File: src/rtl/rrsm_pkg.sv
`default_nettype none

package rrsm_pkg;

  // Command codes carried on in_tuser.
  typedef enum logic [1:0] {
    CMD_ADD      = 2'd0,
    CMD_READ_DIM = 2'd1,
    CMD_READ_FMT = 2'd2,
    CMD_CLEAR    = 2'd3
  } cmd_t;

  // Depth of each lookup table (dimension pairs and format codes).
  localparam int TBL_SLOTS = 16;
  localparam int TBL_IDX_W = (TBL_SLOTS > 1) ? $clog2(TBL_SLOTS) : 1;
  localparam int TBL_FILL_W = $clog2(TBL_SLOTS + 1);

  // Fixed field widths.
  localparam int SLOT_W = 4;
  localparam int COUNT_OUT_W = 5;
  localparam int ENTRY_W = 32;

  // Status flag bit positions.
  localparam int FLAG_ALT_SEEN = 0;
  localparam int FLAG_HEAD_SEEN = 1;
  localparam int FLAG_DIM_OVF = 2;
  localparam int FLAG_FMT_OVF = 3;

  // Request from the top level to one lookup table.
  typedef struct packed {
    logic                commit;
    logic                add;
    logic                clear;
    logic [ENTRY_W-1:0]  value;
    logic [SLOT_W-1:0]   slot;
  } tbl_req_t;

  // Table answer for the item currently being processed.
  typedef struct packed {
    logic [TBL_FILL_W-1:0] fill_nxt;
    logic                  ovf;
    logic [ENTRY_W-1:0]    rd_data;
  } tbl_resp_t;

endpackage

`default_nettype wire

File: src/rtl/rrsm_table.sv
`default_nettype none

module rrsm_table (
  input  wire                 clk,
  input  wire                 rst_n,
  input  rrsm_pkg::tbl_req_t  req,
  output rrsm_pkg::tbl_resp_t resp
);

  logic [rrsm_pkg::ENTRY_W-1:0]    entries_r [rrsm_pkg::TBL_SLOTS];
  logic [rrsm_pkg::TBL_FILL_W-1:0] fill_r;
  logic [rrsm_pkg::TBL_FILL_W-1:0] fill_nxt;
  logic                            hit;
  logic                            full;
  logic                            do_insert;
  logic [rrsm_pkg::TBL_IDX_W-1:0]  wr_idx;
  logic [rrsm_pkg::TBL_IDX_W-1:0]  rd_idx;

  // Compare the new value against every filled slot in parallel.
  always_comb begin
    hit = 1'b0;
    for (int i = 0; i < rrsm_pkg::TBL_SLOTS; i++) begin
      if ((rrsm_pkg::TBL_FILL_W'(i) < fill_r) && (entries_r[i] == req.value)) begin
        hit = 1'b1;
      end
    end
  end

  assign full = (fill_r == rrsm_pkg::TBL_FILL_W'(rrsm_pkg::TBL_SLOTS));
  assign do_insert = req.add && !hit && !full;
  assign wr_idx = rrsm_pkg::TBL_IDX_W'(fill_r);
  assign rd_idx = rrsm_pkg::TBL_IDX_W'(req.slot);

  // Fill count after this item.
  always_comb begin
    if (req.clear) begin
      fill_nxt = '0;
    end else if (do_insert) begin
      fill_nxt = fill_r + rrsm_pkg::TBL_FILL_W'(1);
    end else begin
      fill_nxt = fill_r;
    end
  end

  // Answers for the result of this item.
  always_comb begin
    resp.fill_nxt = fill_nxt;
    resp.ovf = req.add && !hit && full;
    if (8'(req.slot) < 8'(fill_r)) begin
      resp.rd_data = entries_r[rd_idx];
    end else begin
      resp.rd_data = '0;
    end
  end

  // Fill count register.
  always_ff @(posedge clk) begin
    if (!rst_n) begin
      fill_r <= '0;
    end else if (req.commit) begin
      fill_r <= fill_nxt;
    end
  end

  // Table storage; contents stay undefined until written.
  always_ff @(posedge clk) begin
    if (req.commit && do_insert) begin
      entries_r[wr_idx] <= req.value;
    end
  end

endmodule

`default_nettype wire

File: src/rtl/route_record_statistics_monitor_top.sv
`default_nettype none

// Route record statistics monitor. Each input transfer carries one command on
// in_tuser (add record, read dimension slot, read format slot, clear) and the
// record fields on in_tdata; each command produces exactly one result transfer
// that shows the statistics after the command. The block takes one command per
// clock cycle while the result register is not held by out_tready low. Each
// command passes through the input register and then the result register,
// which offers its result. All statistics and both table lookups are updated
// by combinational logic between those two registers, so the sustained rate of
// one command per cycle is limited only by the result register: while
// out_tready is low the result register holds and at most one more command is
// taken into the input register.
module route_record_statistics_monitor_top (
  input  wire          clk,
  input  wire          rst_n,
  input  wire          in_tvalid,
  output logic         in_tready,
  // tdata, from bit 0 up: frame_width[15:0], frame_height[15:0],
  // format_code[15:0], payload_bytes[31:0], record_time[63:0],
  // altitude_mm[31:0], alt_valid, heading_mrad[15:0], hdg_valid,
  // slot_index[3:0], two zero pad bits.
  input  wire [199:0]  in_tdata,
  // tuser: command[1:0].
  input  wire [1:0]    in_tuser,
  output logic         out_tvalid,
  input  wire          out_tready,
  // tdata, from bit 0 up: records_seen[31:0], payload_total[47:0],
  // time_ordered, first_disorder_index[31:0], altitude_low[31:0],
  // altitude_high[31:0], heading_low[15:0], heading_high[15:0],
  // status_flags[3:0], unique_dimensions[4:0], unique_formats[4:0],
  // slot_value[31:0], one zero pad bit.
  output logic [255:0] out_tdata
);

  // Input register.
  logic                        item_valid_r;
  rrsm_pkg::cmd_t              cmd_r;
  logic [15:0]                 width_r;
  logic [15:0]                 height_r;
  logic [15:0]                 format_r;
  logic [31:0]                 payload_r;
  logic signed [63:0]          ts_r;
  logic signed [31:0]          alt_r;
  logic                        alt_known_r;
  logic signed [15:0]          head_r;
  logic                        head_known_r;
  logic [rrsm_pkg::SLOT_W-1:0] slot_r;

  // Statistics state.
  logic [31:0]        count_r,     count_nxt;
  logic [47:0]        sum_r,       sum_nxt;
  logic               ordered_r,   ordered_nxt;
  logic [31:0]        disorder_r,  disorder_nxt;
  logic signed [63:0] prev_ts_r,   prev_ts_nxt;
  logic signed [31:0] alt_lo_r,    alt_lo_nxt;
  logic signed [31:0] alt_hi_r,    alt_hi_nxt;
  logic signed [15:0] head_lo_r,   head_lo_nxt;
  logic signed [15:0] head_hi_r,   head_hi_nxt;
  logic [3:0]         flags_r,     flags_nxt;

  // Result register.
  logic         out_valid_r;
  logic [255:0] out_data_r, out_data_nxt;

  logic                advance;
  logic                commit;
  logic                is_add;
  logic                is_clear;
  logic [48:0]         sum_wide;
  logic [31:0]         slot_value;
  rrsm_pkg::tbl_req_t  dim_req, fmt_req;
  rrsm_pkg::tbl_resp_t dim_resp, fmt_resp;

  // Handshake: the result register moves when empty or taken.
  assign advance = !out_valid_r || out_tready;
  assign commit = item_valid_r && advance;
  assign in_tready = !item_valid_r || advance;
  assign out_tvalid = out_valid_r;
  assign out_tdata = out_data_r;

  always_ff @(posedge clk) begin
    if (!rst_n) begin
      item_valid_r <= 1'b0;
    end else if (in_tvalid && in_tready) begin
      item_valid_r <= 1'b1;
    end else if (commit) begin
      item_valid_r <= 1'b0;
    end
  end

  // Capture the input fields on each input transfer.
  always_ff @(posedge clk) begin
    if (in_tvalid && in_tready) begin
      cmd_r        <= rrsm_pkg::cmd_t'(in_tuser);
      width_r      <= in_tdata[15:0];
      height_r     <= in_tdata[31:16];
      format_r     <= in_tdata[47:32];
      payload_r    <= in_tdata[79:48];
      ts_r         <= in_tdata[143:80];
      alt_r        <= in_tdata[175:144];
      alt_known_r  <= in_tdata[176];
      head_r       <= in_tdata[192:177];
      head_known_r <= in_tdata[193];
      slot_r       <= in_tdata[197:194];
    end
  end

  assign is_add = (cmd_r == rrsm_pkg::CMD_ADD);
  assign is_clear = (cmd_r == rrsm_pkg::CMD_CLEAR);

  // Lookup tables.
  always_comb begin
    dim_req.commit = commit;
    dim_req.add    = is_add;
    dim_req.clear  = is_clear;
    dim_req.value  = {width_r, height_r};
    dim_req.slot   = slot_r;
    fmt_req.commit = commit;
    fmt_req.add    = is_add;
    fmt_req.clear  = is_clear;
    fmt_req.value  = {16'd0, format_r};
    fmt_req.slot   = slot_r;
  end

  rrsm_table u_dim_table (
    .clk   (clk),
    .rst_n (rst_n),
    .req   (dim_req),
    .resp  (dim_resp)
  );

  rrsm_table u_fmt_table (
    .clk   (clk),
    .rst_n (rst_n),
    .req   (fmt_req),
    .resp  (fmt_resp)
  );

  assign sum_wide = {1'b0, sum_r} + {17'd0, payload_r};

  // Next statistics for the item in the input register.
  always_comb begin
    count_nxt    = count_r;
    sum_nxt      = sum_r;
    ordered_nxt  = ordered_r;
    disorder_nxt = disorder_r;
    prev_ts_nxt  = prev_ts_r;
    alt_lo_nxt   = alt_lo_r;
    alt_hi_nxt   = alt_hi_r;
    head_lo_nxt  = head_lo_r;
    head_hi_nxt  = head_hi_r;
    flags_nxt    = flags_r;
    slot_value   = '0;
    case (cmd_r)
      rrsm_pkg::CMD_ADD: begin
        if (count_r != '1) begin
          count_nxt = count_r + 32'd1;
        end
        sum_nxt = sum_wide[48] ? '1 : sum_wide[47:0];
        if (ordered_r && !(prev_ts_r < ts_r)) begin
          ordered_nxt  = 1'b0;
          disorder_nxt = count_r;
        end
        prev_ts_nxt = ts_r;
        if (alt_known_r) begin
          flags_nxt[rrsm_pkg::FLAG_ALT_SEEN] = 1'b1;
          if (!flags_r[rrsm_pkg::FLAG_ALT_SEEN]) begin
            alt_lo_nxt = alt_r;
            alt_hi_nxt = alt_r;
          end else begin
            if (alt_r < alt_lo_r) alt_lo_nxt = alt_r;
            if (alt_r > alt_hi_r) alt_hi_nxt = alt_r;
          end
        end
        if (head_known_r) begin
          flags_nxt[rrsm_pkg::FLAG_HEAD_SEEN] = 1'b1;
          if (!flags_r[rrsm_pkg::FLAG_HEAD_SEEN]) begin
            head_lo_nxt = head_r;
            head_hi_nxt = head_r;
          end else begin
            if (head_r < head_lo_r) head_lo_nxt = head_r;
            if (head_r > head_hi_r) head_hi_nxt = head_r;
          end
        end
        if (dim_resp.ovf) flags_nxt[rrsm_pkg::FLAG_DIM_OVF] = 1'b1;
        if (fmt_resp.ovf) flags_nxt[rrsm_pkg::FLAG_FMT_OVF] = 1'b1;
      end
      rrsm_pkg::CMD_READ_DIM: begin
        slot_value = dim_resp.rd_data;
      end
      rrsm_pkg::CMD_READ_FMT: begin
        slot_value = fmt_resp.rd_data;
      end
      default: begin
        // Clear returns every statistic to its reset value.
        count_nxt    = '0;
        sum_nxt      = '0;
        ordered_nxt  = 1'b1;
        disorder_nxt = '0;
        prev_ts_nxt  = {1'b1, 63'd0};
        alt_lo_nxt   = '0;
        alt_hi_nxt   = '0;
        head_lo_nxt  = '0;
        head_hi_nxt  = '0;
        flags_nxt    = '0;
      end
    endcase
  end

  // Pack the result.
  always_comb begin
    out_data_nxt = {
      1'b0,
      slot_value,
      rrsm_pkg::COUNT_OUT_W'(fmt_resp.fill_nxt),
      rrsm_pkg::COUNT_OUT_W'(dim_resp.fill_nxt),
      flags_nxt,
      head_hi_nxt,
      head_lo_nxt,
      alt_hi_nxt,
      alt_lo_nxt,
      disorder_nxt,
      ordered_nxt,
      sum_nxt,
      count_nxt
    };
  end

  // Statistics registers, updated as each item moves into the result register.
  always_ff @(posedge clk) begin
    if (!rst_n) begin
      count_r    <= '0;
      sum_r      <= '0;
      ordered_r  <= 1'b1;
      disorder_r <= '0;
      prev_ts_r  <= {1'b1, 63'd0};
      alt_lo_r   <= '0;
      alt_hi_r   <= '0;
      head_lo_r  <= '0;
      head_hi_r  <= '0;
      flags_r    <= '0;
    end else if (commit) begin
      count_r    <= count_nxt;
      sum_r      <= sum_nxt;
      ordered_r  <= ordered_nxt;
      disorder_r <= disorder_nxt;
      prev_ts_r  <= prev_ts_nxt;
      alt_lo_r   <= alt_lo_nxt;
      alt_hi_r   <= alt_hi_nxt;
      head_lo_r  <= head_lo_nxt;
      head_hi_r  <= head_hi_nxt;
      flags_r    <= flags_nxt;
    end
  end

  // Result register.
  always_ff @(posedge clk) begin
    if (!rst_n) begin
      out_valid_r <= 1'b0;
    end else if (advance) begin
      out_valid_r <= item_valid_r;
    end
  end

  always_ff @(posedge clk) begin
    if (commit) begin
      out_data_r <= out_data_nxt;
    end
  end

endmodule

`default_nettype wire

File: config.mk
export PLATFORM = sky130hd
export DESIGN_NAME = route_record_statistics_monitor_top
export DESIGN_NICKNAME = d
export VERILOG_FILES = /design/src/rtl/rrsm_pkg.sv /design/src/rtl/rrsm_table.sv /design/src/rtl/route_record_statistics_monitor_top.sv
export SDC_FILE = /design/constraint.sdc
export NUM_CORES = 2
export LEC_CHECK = 0
export BUFFER_PORTS_ARGS = -buffer_cell sky130_fd_sc_hd__clkbuf_2
export CELL_PAD_IN_SITES_DETAIL_PLACEMENT = 0
export CELL_PAD_IN_SITES_GLOBAL_PLACEMENT = 2
export CORE_MARGIN = 5
export CORE_UTILIZATION = 38
export DETAILED_ROUTE_END_ITERATION = 7
export PLACE_DENSITY_LB_ADDON = 0.1
export SKIP_LAST_GASP = 1
export SLEW_MARGIN = 20
export SYNTH_ARGS = -nofsm -noshare
export SYNTH_HDL_FRONTEND = slang
export SYNTH_SLANG_ARGS = --single-unit
export TNS_END_PERCENT = 50
File: constraint.sdc
create_clock -name clk -period 12.6 [get_ports clk]
set_input_delay 0.63 -clock clk [delete_from_list [all_inputs] [get_ports clk]]
set_output_delay 0.63 -clock clk [all_outputs]
set_load 0.05 [all_outputs]
# Word level (Yosys, flattened, before mapping)
# Memory sizes are Yosys's and may differ from the RTL's. A register that Yosys moved wholly into a read port is not among the register bits.
# Index checks and enable logic that the tools add are counted.
[word_totals]
regBits = 744
mem_bits_rw = 768
in_bits = 206
word_cells = 243
n_memories = 2
[mem_list]
columns = ["memory", "depth", "width", "rd", "rd_clocked_by_memory_dff", "write_ports", "line", "source"]
rows = [
  ["u_dim_table.entries_r", 16, 32, 17, 1, 1, "rrsm_table.sv:10", "logic [rrsm_pkg::ENTRY_W-1:0] entries_r [rrsm_pkg::TBL_SLOTS];"],
  ["u_fmt_table.entries_r", 16, 16, 17, 1, 1, "rrsm_table.sv:10", ""],
]
[classes]
n_addsub = 4
n_lt_le_gt_ge = 39
eq_ne = 38
n_mux = 77
bitwise = 1
n_reduce_logical = 56
[op_table]
columns = ["op", "n"]
rows = [
  ["equality test 32 x 16 -> 1 bit", 16],
  ["equality test 32 bit", 16],
  ["two-way mux 32 bit", 10],
  ["case mux 32 bit (2 select lines)", 5],
  ["case mux 64 bit (2 select lines)", 1],
  ["two-way mux 16 bit", 6],
  ["case mux 48 bit (2 select lines)", 1],
  ["less-than comparator 4 x 5 -> 1 bit (first input constant)", 16],
  ["less-than comparator 64 bit", 1],
  ["case mux 16 bit (2 select lines)", 2],
  ["adder 48 x 32 -> 49 bit", 1],
  ["two-way mux 48 bit", 1],
  ["logical AND 1 bit", 43],
  ["two-way mux 1 bit", 43],
  ["less-than comparator 3 x 5 -> 1 bit (first input constant)", 8],
  ["adder 32 x 1 -> 32 bit (second input constant)", 1],
  ["> comparator 32 bit", 1],
  ["less-than comparator 32 bit", 1],
  ["!= test 32 bit (second input constant)", 1],
  ["less-than comparator 1 x 5 -> 1 bit (first input constant)", 4],
  ["less-than comparator 2 x 5 -> 1 bit (first input constant)", 4],
  ["two-way mux 5 bit", 4],
  ["> comparator 16 bit", 1],
  ["less-than comparator 16 bit", 1],
  ["other kinds (15)", 27],
]

# Depth between registers and ports, before layout
# An unclocked memory read counts as a cell.
[logic_depth]
ltp_word = 25
mapped_depth = 13
depth_no_buf = 12

# Hierarchy
# From an unflattened synthesis, not the netlist that was laid out.
[unflattened]
cells_unflattened = 6188
hier_area_um2 = 85667.2
[by_module_without_submodules]
columns = ["mod", "instances", "cells_per_inst", "area_per_inst_um2", "seq_area_each_um2"]
rows = [
  ["route_record_statistics_monitor_top", 1, 2925, 32830.2, 19248.5],
  ["rrsm_table (u_dim_table)", 1, 1630, 26531.7, 15474.8],
  ["rrsm_table (u_fmt_table)", 1, 1633, 26305.2, 15474.8],
]

# Worst setup path before layout
# No wires, ideal clock.
[synth_timing]
path_kind = "register to register"
from = "register out_valid_r (netlist: out_tvalid)"
to = "register out_data_r[0] (netlist: out_tdata[0]), enable pin"
setup_time_ps = 717
arrival_time_ps = 8292
slack_ps = 3591
path_stages_with_launch = 6
period_less_slack_ps = 9009
path_cell_list = "dfxtp_1 -> nor2b_1 -> nand2b_1 -> inv_1 -> clkbuf_1 -> buf_1"
[synth_between]
elab_chain_cells = 3
[synth_lines]
columns = ["element", "line", "source"]
rows = [
  ["start: declaration", "route_record_statistics_monitor_top.sv:63", "logic out_valid_r;"],
  ["start signal: assignment", "route_record_statistics_monitor_top.sv:262", "out_valid_r <= item_valid_r;"],
  ["zero test 1 bit", "route_record_statistics_monitor_top.sv:76", "assign advance = !out_valid_r || out_tready;"],
  ["logical OR 1 bit", "route_record_statistics_monitor_top.sv:76", ""],
  ["logical AND 1 bit", "route_record_statistics_monitor_top.sv:77", "assign commit = item_valid_r && advance;"],
  ["named net commit", "route_record_statistics_monitor_top.sv:67", "logic commit;"],
  ["end signal: assignment", "route_record_statistics_monitor_top.sv:268", "out_data_r <= out_data_nxt;"],
  ["end: declaration", "route_record_statistics_monitor_top.sv:64", "logic [255:0] out_data_r, out_data_nxt;"],
]
# The timed path passes the listed nets, and every way through them passes these cells.
# A chain may end at the register's enable or synchronous reset.

# Final worst setup path
[layout_timing]
from = "register u_dim_table.fill_r[3] in the netlist's numbering"
to = "memory u_dim_table.entries_r[5][14] in the netlist's numbering, enable pin"
[layout_between]
elab_chain_cells = 24
elab_cells_between_ends = 56
cone_classes = "order compare (16); eq/ne (1); mux (18); reduce/logical (21)"
[layout_lines]
columns = ["element", "line", "source"]
rows = [
  ["start: declaration", "rrsm_table.sv:11", "logic [rrsm_pkg::TBL_FILL_W-1:0] fill_r;"],
  ["start signal: assignment", "rrsm_table.sv:61", "fill_r <= fill_nxt;"],
  ["less-than comparator 1 x 5 -> 1 bit", "rrsm_table.sv:23", "if ((rrsm_pkg::TBL_FILL_W'(i) < fill_r) && (entries_r[i] == req.value)) begin"],
  ["logical AND 1 bit", "rrsm_table.sv:23", ""],
  ["two-way mux 1 bit (16 in series)", "rrsm_table.sv:23", ""],
  ["zero test 1 bit", "rrsm_table.sv:30", "assign do_insert = req.add && !hit && !full;"],
  ["logical AND 1 bit (2 in series)", "rrsm_table.sv:30", ""],
  ["logical AND 1 bit", "rrsm_table.sv:67", "if (req.commit && do_insert) begin"],
  ["two-way mux 1 bit", "rrsm_table.sv:67", ""],
  ["two-way mux 1 bit (not written as such)", "rrsm_table.sv:68", "entries_r[wr_idx] <= req.value;"],
  ["end: declaration", "rrsm_table.sv:10", ""],
]
# Parallel ways exist; a longest one is shown, timed or not.

==> out/results.tsv <==
metric	value	unit
Slew headroom	0.2522	
Critical Path End	u_dim_table.entries_r[5][14]	
Die Y	447.2	um
Initial DRT Pass Iterations	6	
syn nets	5773	
R2R depth	9	
Worst VDD drop	0.09362	mV
mux cell area share after synthesis	0.07606	
FF-to-FF End	u_dim_table.entries_r[5][14]	
core area	0.1902	sq mm
vias in the first global route	47180	
CTS Sinks	1516	
first-pass GRT wire length	352.2	mm
Mean Syn Cell Area	13.56	sq um
remaining antenna violation count	0	
Async SR Flop Fraction	0	
Vias	47730	
post-CTS setup buffers	0	
WL final	248.7	mm
chip width	447.2	um
period utilization	0.4168	
Final Critical Period	5.251	ns
Max Freq	0.1904	GHz
EDFF count, synth	1223	
top-count cell post-synth	edfxtp_1	
clock buffer depth	3	
Synth Area in Simple Gates	0.07706	
CP Launch Point	u_dim_table.fill_r[3]	
cell taking the most area after synthesis	edfxtp_1	
Synth Register Bits	1516	
setup slack, reg-to-reg	7.35	ns
fin nets	6375	
layout cells sized above 1	0.1891	
Critical Path AT	5.67	ns
total chip power	11710	uW
sequential fraction of the synthesis area	0.5864	
GPL Wtd Cong	0.8706	
Worst EP required	13.01	ns
max-cap viol count	0	
Die Area	0.2000	sq mm
Setup Crit Path Kind	reg -> reg	
Initial DRC Count	4229	
status	finished clean	
DP Wirelength	173.2	mm
H-tree depth	4	
synthesized-area fraction occupied by adder cells	0.03611	
IO buf count	460	
crit path max fanout	32	
largest net degree at the start of global routing	136	
RSZ-0062 raised after global routing	no	
Most used DFF post-synth	edfxtp_1	
post-synth top area share	0.5057	
largest family of logic cells by synthesized area	XOR/XNOR gates	
Synthesis Warnings	0	
Leakage	0.02935	uW
Avg Vias per Cell	5.539	
TritonCTS clock tree	built	
Setup TNS Final	0	ns
row count	160	
crit start category	flip-flop	
Worst-path clk slew	0.06	ns
Routed wire per std cell	28.86	um
post-synthesis xor/xnor area fraction	0.09527	
Hold WC Path Type	in -> reg	
CP cell instances	inv_1 -> nor2_1 -> a21boi_0 -> nand4_1 -> o41ai_2 -> a2111oi_2 -> nand2_1 -> nor3_2 -> and3_2	
P per Cell Area	138.1	mW/mm^2
Distinct cells, synth	101	
Worst R2R Start	u_dim_table.fill_r[3]	
top post-synthesis cells by count	edfxtp_1, xnor2_1, xor2_1	
worst-path cell with the longest stage delay	and3_2	
Crit. End Element	flip-flop	
clock root buffer master	clkbuf_16	
top cells by area, synth	edfxtp_1, dfxtp_1, mux4_2	
Tot GR Track Use	0.2429	
Netlist Area Pre-Place	0.07263	sq mm
Area growth syn-to-layout	16.68	%
Mapped Cells	5358	
fin. max-slew vios	0	
Worst-Skew Late Latency	0.81	ns
CTS buffer count	172	
# IOs	464	
Worst Clk Skew	0.02318	ns
Final setup viols	0	
share of the core filled with cells	0.4456	
initial antenna violation count	13	
Fillers	17530	
Synth Area in Compound Gates	0.09297	
GRT Residual Overflow	0	
Worst-Margin Slew	1.122	ns
final hold vios	0	
initial core utilization	0.3819	
slowest stage delay, CP	1.06	ns
Remaining DRCs	0	
[cell type report]
class	instances	area, sq um	share of cell area
diodes	2	5.005	0.00005906
clock buffers	219	4562	0.05383
clock inverters	98	848.3	0.01001
inverters	208	798.3	0.009420
multi-input cells	3286	27600	0.3257
flip-flops and latches	1516	42600	0.5027
well taps	2511	3142	0.03707
repair buffers	776	5187	0.06121
[routing by layer]
layer,track usage,vias up,share of wire
met1,0.3340,24400,0.43
met5,0,-,0.000044
met3,0.02740,274,0.049
li1,-,21600,-
met2,0.4126,1444,0.49
met4,0.05955,2,0.025
[per-stage QoR]
stage / worst slack, ns / area [sq um] / hold WS, ns / instances
2_1_floorplan: 3.591 / 72630 / 0.4249 / 5358
3_3_place_gp: 7.486 / 77360 / 0.4337 / 8104
3_5_place_dp: 7.503 / 77370 / 0.4453 / 8104
4_1_cts: 7.466 / 84710 / 0.0003457 / 8613
5_1_grt: 7.146 / 84740 / 0.007604 / 8615
6_report: 7.349 / 84740 / 0.04707 / 8616
[report_power, final]
part	internal [uW]	switching, uW
sequential	5510	75.9
clock	2790	2130
combinational	397	807
total	8690	3010
[registers in the layout, indices dropped and copies added (netlist names), 5 cells and up, named ones only]
name and count:
format_r 16, u_fmt_table.entries_r 256, sum_r 48, u_fmt_table.fill_r 5
prev_ts_r 64, disorder_r 32, ts_r 64, payload_r 32
u_dim_table.entries_r 512, alt_hi_r 32, width_r 16, head_r 16
u_dim_table.fill_r 5, alt_lo_r 32, count_r 32, out_tdata 255
head_hi_r 16, alt_r 32, height_r 16, head_lo_r 16
[worst min path at each step]
stage / from / endpoint / cells past startpoint
5_1_grt: in_tdata[13] / width_r[13] / 1
6_report: in_tdata[13] / width_r[13] / 1
3_3_place_gp: prev_ts_r[0] / prev_ts_r[0] / 2
4_1_cts: in_tdata[13] / width_r[13] / 1
2_1_floorplan: flags_r[2] / flags_r[2] / 2
3_5_place_dp: flags_r[2] / flags_r[2] / 2
[repair_timing]
item / 4_1_cts / 5_1_grt
hold endpoints to repair: 192 / 0
resized for setup: 0 / 0
hold buffers: 192 / 0
[cells by family after synthesis]
kind of cell | after synthesis
fa+ha+maj | 209
compound gates | 958
buf+inv | 556
flops | 1516
other cells | 1
mux | 251
xor+xnor | 790
simple gates | 1077
[worst max-delay path: cells and delay by family (launching register included)]
kind,cells,cell delay (ns)
AOI/OAI and AO/OA,3,1.10
and+or+nand+nor,5,2.90
DFF,1,0.58
buffers and inverters,1,0.22
[cell usage in the layout, fill, tap and decap left out, types with 25 or more instances in the layout]
cell,netlist,routed
nor4_1,102,94
a32o_1,66,66
clkbuf_16,0,173
nor3_1,52,50
dfxtp_1,293,289
ha_1,208,206
o21ai_0,117,116
and3_1,56,40
edfxtp_1,1223,1223
buf_4,66,122
a21o_1,77,77
clkbuf_2,0,460
nor2b_1,27,27
a22o_1,200,200
nor2_1,157,150
nand4_1,166,166
xnor2_1,488,488
xor2_1,302,302
clkbuf_1,183,40
a21oi_1,259,256
mux4_2,240,240
a211oi_1,25,25
inv_1,204,200
clkinv_1,0,43
dlygate4sd3_1,0,192
nand2_1,285,284
nand3_1,126,126
No activity file was read; power rests on OpenSTA's default activity.
